$ cat config.mk
export PLATFORM = sky130hd
export DESIGN_NAME = range_lock_table_top
export DESIGN_NICKNAME = d
export VERILOG_FILES = /design/src/rtl/rlt_pkg.sv /design/src/rtl/rlt_controller.sv /design/src/rtl/rlt_datapath.sv /design/src/rtl/range_lock_table_top.sv
export VERILOG_INCLUDE_DIRS = /design/src /design/src/rtl
export SDC_FILE = /design/constraint.sdc
export NUM_CORES = 2
export LEC_CHECK = 0
export BUFFER_PORTS_ARGS = -buffer_cell sky130_fd_sc_hd__buf_4
export CAP_MARGIN = 20
export CORE_UTILIZATION = 55
export DETAILED_ROUTE_END_ITERATION = 16
export GPL_TIMING_DRIVEN = 0
export PLACE_DENSITY = 0.72
export SLEW_MARGIN = 30
export SYNTH_ARGS = -nofsm -noshare
export SYNTH_HDL_FRONTEND = slang
export SYNTH_SLANG_ARGS = --single-unit
$ cat constraint.sdc
create_clock -name clock -period 19.6 [get_ports clock]
set_input_delay 1.96 -clock clock [delete_from_list [all_inputs] [get_ports clock]]
set_output_delay 1.96 -clock clock [all_outputs]
set_load 0.05 [all_outputs]
$ cat src/rtl/range_lock_table_top_macros.svh
`ifndef RANGE_LOCK_TABLE_TOP_MACROS_SVH
`define RANGE_LOCK_TABLE_TOP_MACROS_SVH

// same-cycle implication
`define RLT_ASSERT_NOW(label, clk, rst, ante, cons) \
   label: assert property (@(posedge clk) disable iff (rst) (ante) |-> (cons)) \
      else $error("range lock table check failed");

// next-cycle implication
`define RLT_ASSERT_NEXT(label, clk, rst, ante, cons) \
   label: assert property (@(posedge clk) disable iff (rst) (ante) |=> (cons)) \
      else $error("range lock table check failed");

`endif

$ cat src/rtl/rlt_pkg.sv
package rlt_pkg;

   localparam int ENTRIES_DEFAULT = 16;
   localparam int ADDR_W          = 64;
   localparam int STATUS_W        = 3;
   localparam int HELD_W          = 5;
   localparam int HELD_MAX        = 31;

   typedef enum logic [STATUS_W-1:0] {
      STATUS_GRANTED   = 3'd0,
      STATUS_CONFLICT  = 3'd1,
      STATUS_FULL      = 3'd2,
      STATUS_RELEASED  = 3'd3,
      STATUS_NOT_FOUND = 3'd4
   } status_type;

   typedef enum logic {
      MODE_LOCK   = 1'b0,
      MODE_UNLOCK = 1'b1
   } mode_type;

   typedef enum logic [1:0] {
      CTRL_IDLE    = 2'd0,
      CTRL_COMPARE = 2'd1,
      CTRL_COMMIT  = 2'd2
   } ctrl_state_type;

   typedef struct packed {
      logic capture;
      logic compare;
      logic commit;
   } cmd_type;

endpackage

$ cat src/rtl/rlt_controller.sv
module rlt_controller (
   input  logic              clock,
   input  logic              reset,
   input  logic              req_valid,
   output logic              req_ready,
   output logic              rsp_valid,
   input  logic              rsp_ready,
   output rlt_pkg::cmd_type  cmd
);

   rlt_pkg::ctrl_state_type state_ff, state_in;
   logic                    rsp_valid_ff, rsp_valid_in;
   logic                    out_free;

   assign out_free  = !rsp_valid_ff || rsp_ready;
   assign rsp_valid = rsp_valid_ff;

   always_ff @(posedge clock) begin
      if (reset) begin
         state_ff     <= rlt_pkg::CTRL_IDLE;
         rsp_valid_ff <= 1'b0;
      end else begin
         state_ff     <= state_in;
         rsp_valid_ff <= rsp_valid_in;
      end
   end

   always_comb begin
      state_in    = state_ff;
      req_ready   = 1'b0;
      cmd.capture = 1'b0;
      cmd.compare = 1'b0;
      cmd.commit  = 1'b0;
      unique case (state_ff)
         rlt_pkg::CTRL_IDLE: begin
            req_ready = 1'b1;
            if (req_valid) begin
               cmd.capture = 1'b1;
               state_in    = rlt_pkg::CTRL_COMPARE;
            end
         end
         rlt_pkg::CTRL_COMPARE: begin
            cmd.compare = 1'b1;
            state_in    = rlt_pkg::CTRL_COMMIT;
         end
         rlt_pkg::CTRL_COMMIT: begin
            if (out_free) begin
               cmd.commit = 1'b1;
               req_ready  = 1'b1;
               if (req_valid) begin
                  cmd.capture = 1'b1;
                  state_in    = rlt_pkg::CTRL_COMPARE;
               end else begin
                  state_in = rlt_pkg::CTRL_IDLE;
               end
            end
         end
         default: begin
            state_in = rlt_pkg::CTRL_IDLE;
         end
      endcase
   end

   always_comb begin
      if (cmd.commit) begin
         rsp_valid_in = 1'b1;
      end else if (rsp_ready) begin
         rsp_valid_in = 1'b0;
      end else begin
         rsp_valid_in = rsp_valid_ff;
      end
   end

endmodule

$ cat src/rtl/rlt_datapath.sv
module rlt_datapath #(
   parameter int ENTRIES = rlt_pkg::ENTRIES_DEFAULT
) (
   input  logic                         clock,
   input  logic                         reset,
   input  rlt_pkg::cmd_type             cmd,
   input  logic                         req_mode,
   input  logic [rlt_pkg::ADDR_W-1:0]   req_range_start,
   input  logic [rlt_pkg::ADDR_W-1:0]   req_range_end,
   output logic [rlt_pkg::STATUS_W-1:0] rsp_status,
   output logic [rlt_pkg::HELD_W-1:0]   rsp_held_count
);

   localparam int IdxW = (ENTRIES > 1) ? $clog2(ENTRIES) : 1;
   localparam int CntW = $clog2(ENTRIES + 1);
   localparam int ExtW = CntW + rlt_pkg::HELD_W;

   logic                        mode_ff;
   logic [rlt_pkg::ADDR_W-1:0]  lo_ff, hi_ff;
   logic [rlt_pkg::ADDR_W-1:0]  start_ff [ENTRIES];
   logic [rlt_pkg::ADDR_W-1:0]  end_ff   [ENTRIES];
   logic [ENTRIES-1:0]          valid_ff, valid_in;
   logic [ENTRIES-1:0]          hit_vec_ff, hit_vec_in;
   logic [ENTRIES-1:0]          free_vec_ff;
   logic [CntW-1:0]             count_ff, count_in;
   rlt_pkg::status_type         status_ff, status_in;
   logic [rlt_pkg::HELD_W-1:0]  held_ff, held_in;
   logic [IdxW-1:0]             hit_idx, free_idx;
   logic                        hit_any, free_any, write_en;

   always_ff @(posedge clock) begin
      if (cmd.capture) begin
         mode_ff <= req_mode;
         lo_ff   <= req_range_start;
         hi_ff   <= req_range_end;
      end
   end

   always_comb begin
      for (int i = 0; i < ENTRIES; i++) begin
         hit_vec_in[i] = valid_ff[i] && !(end_ff[i] < lo_ff || hi_ff < start_ff[i]);
      end
   end

   always_ff @(posedge clock) begin
      if (cmd.compare) begin
         hit_vec_ff  <= hit_vec_in;
         free_vec_ff <= ~valid_ff;
      end
   end

   always_comb begin
      hit_idx  = '0;
      free_idx = '0;
      for (int i = ENTRIES - 1; i >= 0; i--) begin
         if (hit_vec_ff[i]) begin
            hit_idx = IdxW'(i);
         end
         if (free_vec_ff[i]) begin
            free_idx = IdxW'(i);
         end
      end
   end

   assign hit_any  = |hit_vec_ff;
   assign free_any = |free_vec_ff;

   always_comb begin
      valid_in  = valid_ff;
      count_in  = count_ff;
      status_in = status_ff;
      write_en  = 1'b0;
      if (mode_ff == rlt_pkg::MODE_LOCK) begin
         priority if (hit_any) begin
            status_in = rlt_pkg::STATUS_CONFLICT;
         end else if (free_any) begin
            status_in          = rlt_pkg::STATUS_GRANTED;
            write_en           = 1'b1;
            valid_in[free_idx] = 1'b1;
            count_in           = count_ff + CntW'(1);
         end else begin
            status_in = rlt_pkg::STATUS_FULL;
         end
      end else begin
         if (hit_any) begin
            status_in         = rlt_pkg::STATUS_RELEASED;
            valid_in[hit_idx] = 1'b0;
            count_in          = count_ff - CntW'(1);
         end else begin
            status_in = rlt_pkg::STATUS_NOT_FOUND;
         end
      end
   end

   assign held_in = (ExtW'(count_in) > ExtW'(rlt_pkg::HELD_MAX))
                    ? rlt_pkg::HELD_W'(rlt_pkg::HELD_MAX)
                    : rlt_pkg::HELD_W'(count_in);

   always_ff @(posedge clock) begin
      if (reset) begin
         valid_ff <= '0;
         count_ff <= '0;
      end else if (cmd.commit) begin
         valid_ff <= valid_in;
         count_ff <= count_in;
      end
   end

   always_ff @(posedge clock) begin
      if (cmd.commit && write_en) begin
         start_ff[free_idx] <= lo_ff;
         end_ff[free_idx]   <= hi_ff;
      end
   end

   always_ff @(posedge clock) begin
      if (cmd.commit) begin
         status_ff <= status_in;
         held_ff   <= held_in;
      end
   end

   assign rsp_status     = status_ff;
   assign rsp_held_count = held_ff;

endmodule

$ cat src/rtl/range_lock_table_top.sv
// An accepted word is captured, compared against all slots, then committed to the result register.
// A new word can be taken while the last one commits, but not while it is being compared.
// The result register frees the input side while a response waits.
// Reset (synchronous, active high) empties the table and drops any response.
`include "range_lock_table_top_macros.svh"

module range_lock_table_top #(
   parameter int ENTRIES = rlt_pkg::ENTRIES_DEFAULT
) (
   input  logic                         clock,
   input  logic                         reset,
   input  logic                         req_valid,
   output logic                         req_ready,
   input  logic                         req_mode,
   input  logic [rlt_pkg::ADDR_W-1:0]   req_range_start,
   input  logic [rlt_pkg::ADDR_W-1:0]   req_range_end,
   output logic                         rsp_valid,
   input  logic                         rsp_ready,
   output logic [rlt_pkg::STATUS_W-1:0] rsp_status,
   output logic [rlt_pkg::HELD_W-1:0]   rsp_held_count
);

   rlt_pkg::cmd_type cmd;

   rlt_controller u_ctrl (
      .clock     (clock),
      .reset     (reset),
      .req_valid (req_valid),
      .req_ready (req_ready),
      .rsp_valid (rsp_valid),
      .rsp_ready (rsp_ready),
      .cmd       (cmd)
   );

   rlt_datapath #(
      .ENTRIES (ENTRIES)
   ) u_dp (
      .clock           (clock),
      .reset           (reset),
      .cmd             (cmd),
      .req_mode        (req_mode),
      .req_range_start (req_range_start),
      .req_range_end   (req_range_end),
      .rsp_status      (rsp_status),
      .rsp_held_count  (rsp_held_count)
   );

   `RLT_ASSERT_NEXT(a_accept_then_compare, clock, reset, req_valid && req_ready, cmd.compare)
   `RLT_ASSERT_NOW(a_compare_not_commit, clock, reset, cmd.compare, !cmd.commit && !req_ready)
   `RLT_ASSERT_NOW(a_held_bounded, clock, reset, rsp_valid, 32'(rsp_held_count) <= ENTRIES)
   `RLT_ASSERT_NOW(a_granted_nonempty, clock, reset, rsp_valid && rsp_status == rlt_pkg::STATUS_GRANTED, rsp_held_count != '0)

endmodule

==> results.sh <==
export IMPL_synth_cells=8582
export IMPL_min_delay_worst_endpoint="u_ctrl.rsp_valid"
export IMPL_finalSetupTns_ns=0
export IMPL_numCtsBuffers=229
export IMPL_rr_worst_depth=10
export IMPL_fin_cells=12260
export IMPL_async_reset_ff_share_pct=0
export IMPL_dieArea_sq_mm=0.2112
export IMPL_post_route_drc_count=0
export IMPL_initial_core_util_pct=55.51
export IMPL_grt_first_pass_wirelength_mm=465.6
export IMPL_dp_cells=11830
export IMPL_cts_tree="done"
export IMPL_finish_utilization_pct=64.16
export IMPL_crit_type="reg2reg"
export IMPL_ir_worst_vdd_v=0.00009614
export IMPL_fillers=14600
export IMPL_synth_seq_area_share_pct=58.22
export IMPL_drtAntennaViolNets=0
export IMPL_synth_largest_area_cell="edfxtp_1"
export IMPL_fin_crit_sh_pct=33.07
export IMPL_drt_wl_total_mm=315.3
export IMPL_max_stage_delay_ns=1.05
export IMPL_syn_avg_cell_area_sq_um=13.42
export IMPL_path_cells="inv_1 > ha_1 > and4_1 > nand3_1 > or3_1 > a2111oi_0 > nand2_1 > o21ai_0 > a31oi_1 > a21oi_1"
export IMPL_whs_path_depth=2
export IMPL_vias=75770
export IMPL_die_h_um=459.6
export IMPL_grt_overflow=0
export IMPL_syn_num_nets=10730
export IMPL_seqPwrFrac_pct=51.7
export IMPL_clkLatencyLatePin_ns=0.89
export IMPL_hp_class="reg2reg"
export IMPL_synth_area_leaders="edfxtp_1 58%, ha_1 22%, inv_1 3.7%"
export IMPL_slew_headroom_pct=20.09
export IMPL_grt_util_met1_pct=38.42
export IMPL_cts_sinks=2241
export IMPL_hpwl_mm=224.4
export IMPL_antenna_found_initial=13
export IMPL_synth_edff_count=2217
export IMPL_p_int_mw=7.947
export IMPL_r2r_end="u_dp.hit_vec_ff[15]"
export IMPL_cp_data_required_time_ns=20.18
export IMPL_p_comb_share_pct=7.4
export IMPL_gr_usage_met3_pct=5.451
export IMPL_rsz0062_at_grt="false"
export IMPL_area_growth_pct=15.59
export IMPL_drt_pass1_iter_count=8
export IMPL_min_delay_start="u_ctrl.rsp_valid"
export IMPL_crit_arrival_ns=7.07
export IMPL_grt_busiest_layer="met2"
export IMPL_synth_cell_types=77
export IMPL_drv_cap=0
export IMPL_crit_reg2reg_launch="u_dp.lo_ff[45]"
export IMPL_viasPerCell=6.178
export IMPL_grt_pass1_vias=77340
export IMPL_ioPinCount=143
export IMPL_cp_slowest_cell="edfxtp_1"
export IMPL_multi_input_comb_area_sq_mm=0.04417
export IMPL_fmax_mhz=154.3
export IMPL_cp_start_kind="register"
export IMPL_period_minus_slack_ns=6.482
export IMPL_p_sw_share_pct=23.60
export IMPL_routabilityCongestion=0.9129
export IMPL_htreeDepth=4
export IMPL_skew_ns=0.07791
export IMPL_coreArea_sq_mm=0.2075
export IMPL_cts_buffer_depth=3
export IMPL_netlist_area_sq_mm=0.1152
export IMPL_status="complete, no violations"
export IMPL_avgRoutedWirePerCell_um=25.71
export IMPL_seq_area_sq_mm=0.06705
export IMPL_clk_pin_slew_ns=0.06
export IMPL_drv_slew=0
export IMPL_drive_gt1_share_pct=9.334
export IMPL_crit_path_end_kind="register"
export IMPL_finalSetupViolCount=0
export IMPL_io_buffers=142
export IMPL_hold_buffers=0
export IMPL_num_rows=167
export IMPL_pwr_density_cell_mw_per_mm2=78.13
export IMPL_grt_use_met2_pct=48.72
export IMPL_postCtsSetupBuffers=0
export IMPL_fin_nets=11430
export IMPL_hold_viol_final=0
export IMPL_p_switching_mw=2.454
export IMPL_p_clk_share_pct=40.9
export IMPL_rrSetupSlack_ns=13.12
export IMPL_grt_max_degree=44
export IMPL_clock_tree_root_cell="clkbuf_16"
export IMPL_synth_top_area_share_pct=57.80
export IMPL_grt_usage_pct=29.87
export IMPL_ctsResizeCount=0
export IMPL_critPathMaxFanout=17
export IMPL_tightest_slew_ns=1.189
export IMPL_synthFlopType="edfxtp_1"
export IMPL_drtIter0Drc=7568
export IMPL_power_leakage_nw=54.95
export IMPL_die_x_um=459.6
export IMPL_synth_seq_cells=2241
export IMPL_yosys_warnings=0
-- how the worst max path moves through the flow --
stage / slack (ns) / cells after the start / endpoint / startpoint
final: 13.12 / 10 / u_dp.hit_vec_ff[15] / u_dp.lo_ff[45]
after global routing: 13.16 / 10 / u_dp.hit_vec_ff[15] / u_dp.lo_ff[45]
after CTS: 13.31 / 10 / u_dp.hit_vec_ff[15] / u_dp.lo_ff[42]
after detailed placement: 13.36 / 10 / u_dp.hit_vec_ff[15] / u_dp.lo_ff[42]
after global placement: 5.88 / 6 / u_dp.end_ff[2][9] / rsp_ready
after floorplan: 10.64 / 5 / u_dp.end_ff[3][0] / rsp_ready
-- cells in the final DEF, fill, tap and decap left out, drive strengths merged, types with 68 or more instances in the layout --
cell type / count
edfxtp: 2217
ha: 2018
inv: 1135
a21oi: 549
buf: 466
o21ai: 405
nand4: 316
clkbuf: 287
nor2: 281
a21o: 271
nand2: 267
clkinv: 120
nand3: 119
a211oi: 118
nor3: 93
nor2b: 92
a2111oi: 68
-- per-stage QoR --
stage / cell area, sq um / power (mW) / hold slack, ns / worst slack, ns
floorplan: 115200 / 5.836 / 0.4480 / 10.64
global placement: 119700 / 6.127 / 0.4671 / 5.884
detailed placement: 125700 / 6.229 / 0.4801 / 13.36
CTS: 132900 / 10.43 / 0.4922 / 13.31
global route: 133100 / 10.70 / 0.5290 / 13.16
finish: 133100 / 10.40 / 0.4958 / 13.12
-- metal layers --
| metal | wire length (um) | part of all wire [%] |
|---|---|---|
| met5 | 334 | 0.11 |
| met1 | 124400 | 39 |
| met2 | 147400 | 47 |
| met3 | 27330 | 8.7 |
| met4 | 15870 | 5.0 |
-- kinds of logic (layout without fill, tap and decap cells) --
kind of cell    after synthesis  in the layout  share of synthesized area [%]
buf+inv                    1140           2029                          3.715
compound gates             1794           1794                          9.833
fa+ha+maj                  2018           2018                          21.92
flops                      2241           2241                          58.22
other cells                   0              5                              0
simple gates               1382           1382                          6.255
xor+xnor                      7              7                        0.05323
-- Yosys cell counts (all sizes together), types with 7 or more instances --
library cell,count
a21o,271
or2,9
edfxtp,2217
or4,12
nand4,316
a31oi,38
or3,18
and3,15
o41ai,10
nor3,93
o31ai,26
a221o,9
a41oi,11
a2bb2oi,8
o21bai,13
o2111ai,21
nor4,51
a211o,21
o21a,65
nor2,281
nor3b,8
a211oi,118
o21ai,405
a21oi,549
ha,2018
nand2,267
a22oi,7
clkbuf,7
o22ai,17
o211ai,65
a221oi,17
dfxtp,24
nor2b,92
a2111oi,68
nand2b,54
and4,32
a31o,12
inv,1133
nand3,119
-- area by class of cell --
type                       count  area share (%)
antenna                        5        0.009399
sequential                  2241           50.37
tap                         2788           2.620
inverter                    1133           3.195
clock inverter               143           1.003
buffer                         7         0.01974
clock buffer                 280           4.448
multi-input combinational   5201           33.18
timing repair buffer         466           5.159
-- power by group through the flow --
stage	sequential, mW	clock [mW]	combinational, mW
after floorplan	5.46	0	0.374
after global placement	5.60	0	0.531
after detailed placement	5.48	0	0.747
after CTS	5.38	4.29	0.755
after global routing	5.37	4.48	0.847
final	5.38	4.25	0.771
-- registers in the layout, indices dropped and copies added (netlist names) --
register / flops
u_dp.lo_ff: 64
u_dp.hi_ff: 64
u_dp.hit_vec_ff: 16
u_dp.mode_ff: 1
u_dp.rsp_status: 3
u_dp.count_ff: 5
u_ctrl.rsp_valid: 1
u_dp.valid_ff: 16
u_dp.rsp_held_count: 5
u_dp.start_ff: 1024
u_dp.end_ff: 1024
u_dp.free_vec_ff: 16
u_ctrl.state_ff: 2
-- critical path: cells and delay by family, from the launching register on --
family                   cells  cell delay (ns)
adder cells (fa/ha/maj)      1             0.55
buffers and inverters        1             0.78
flip-flops                   1             1.05
AND/OR/NAND/NOR              4             0.97
AO/OA/AOI/OAI                4             2.80
No activity file was read; power rests on OpenSTA's default activity.
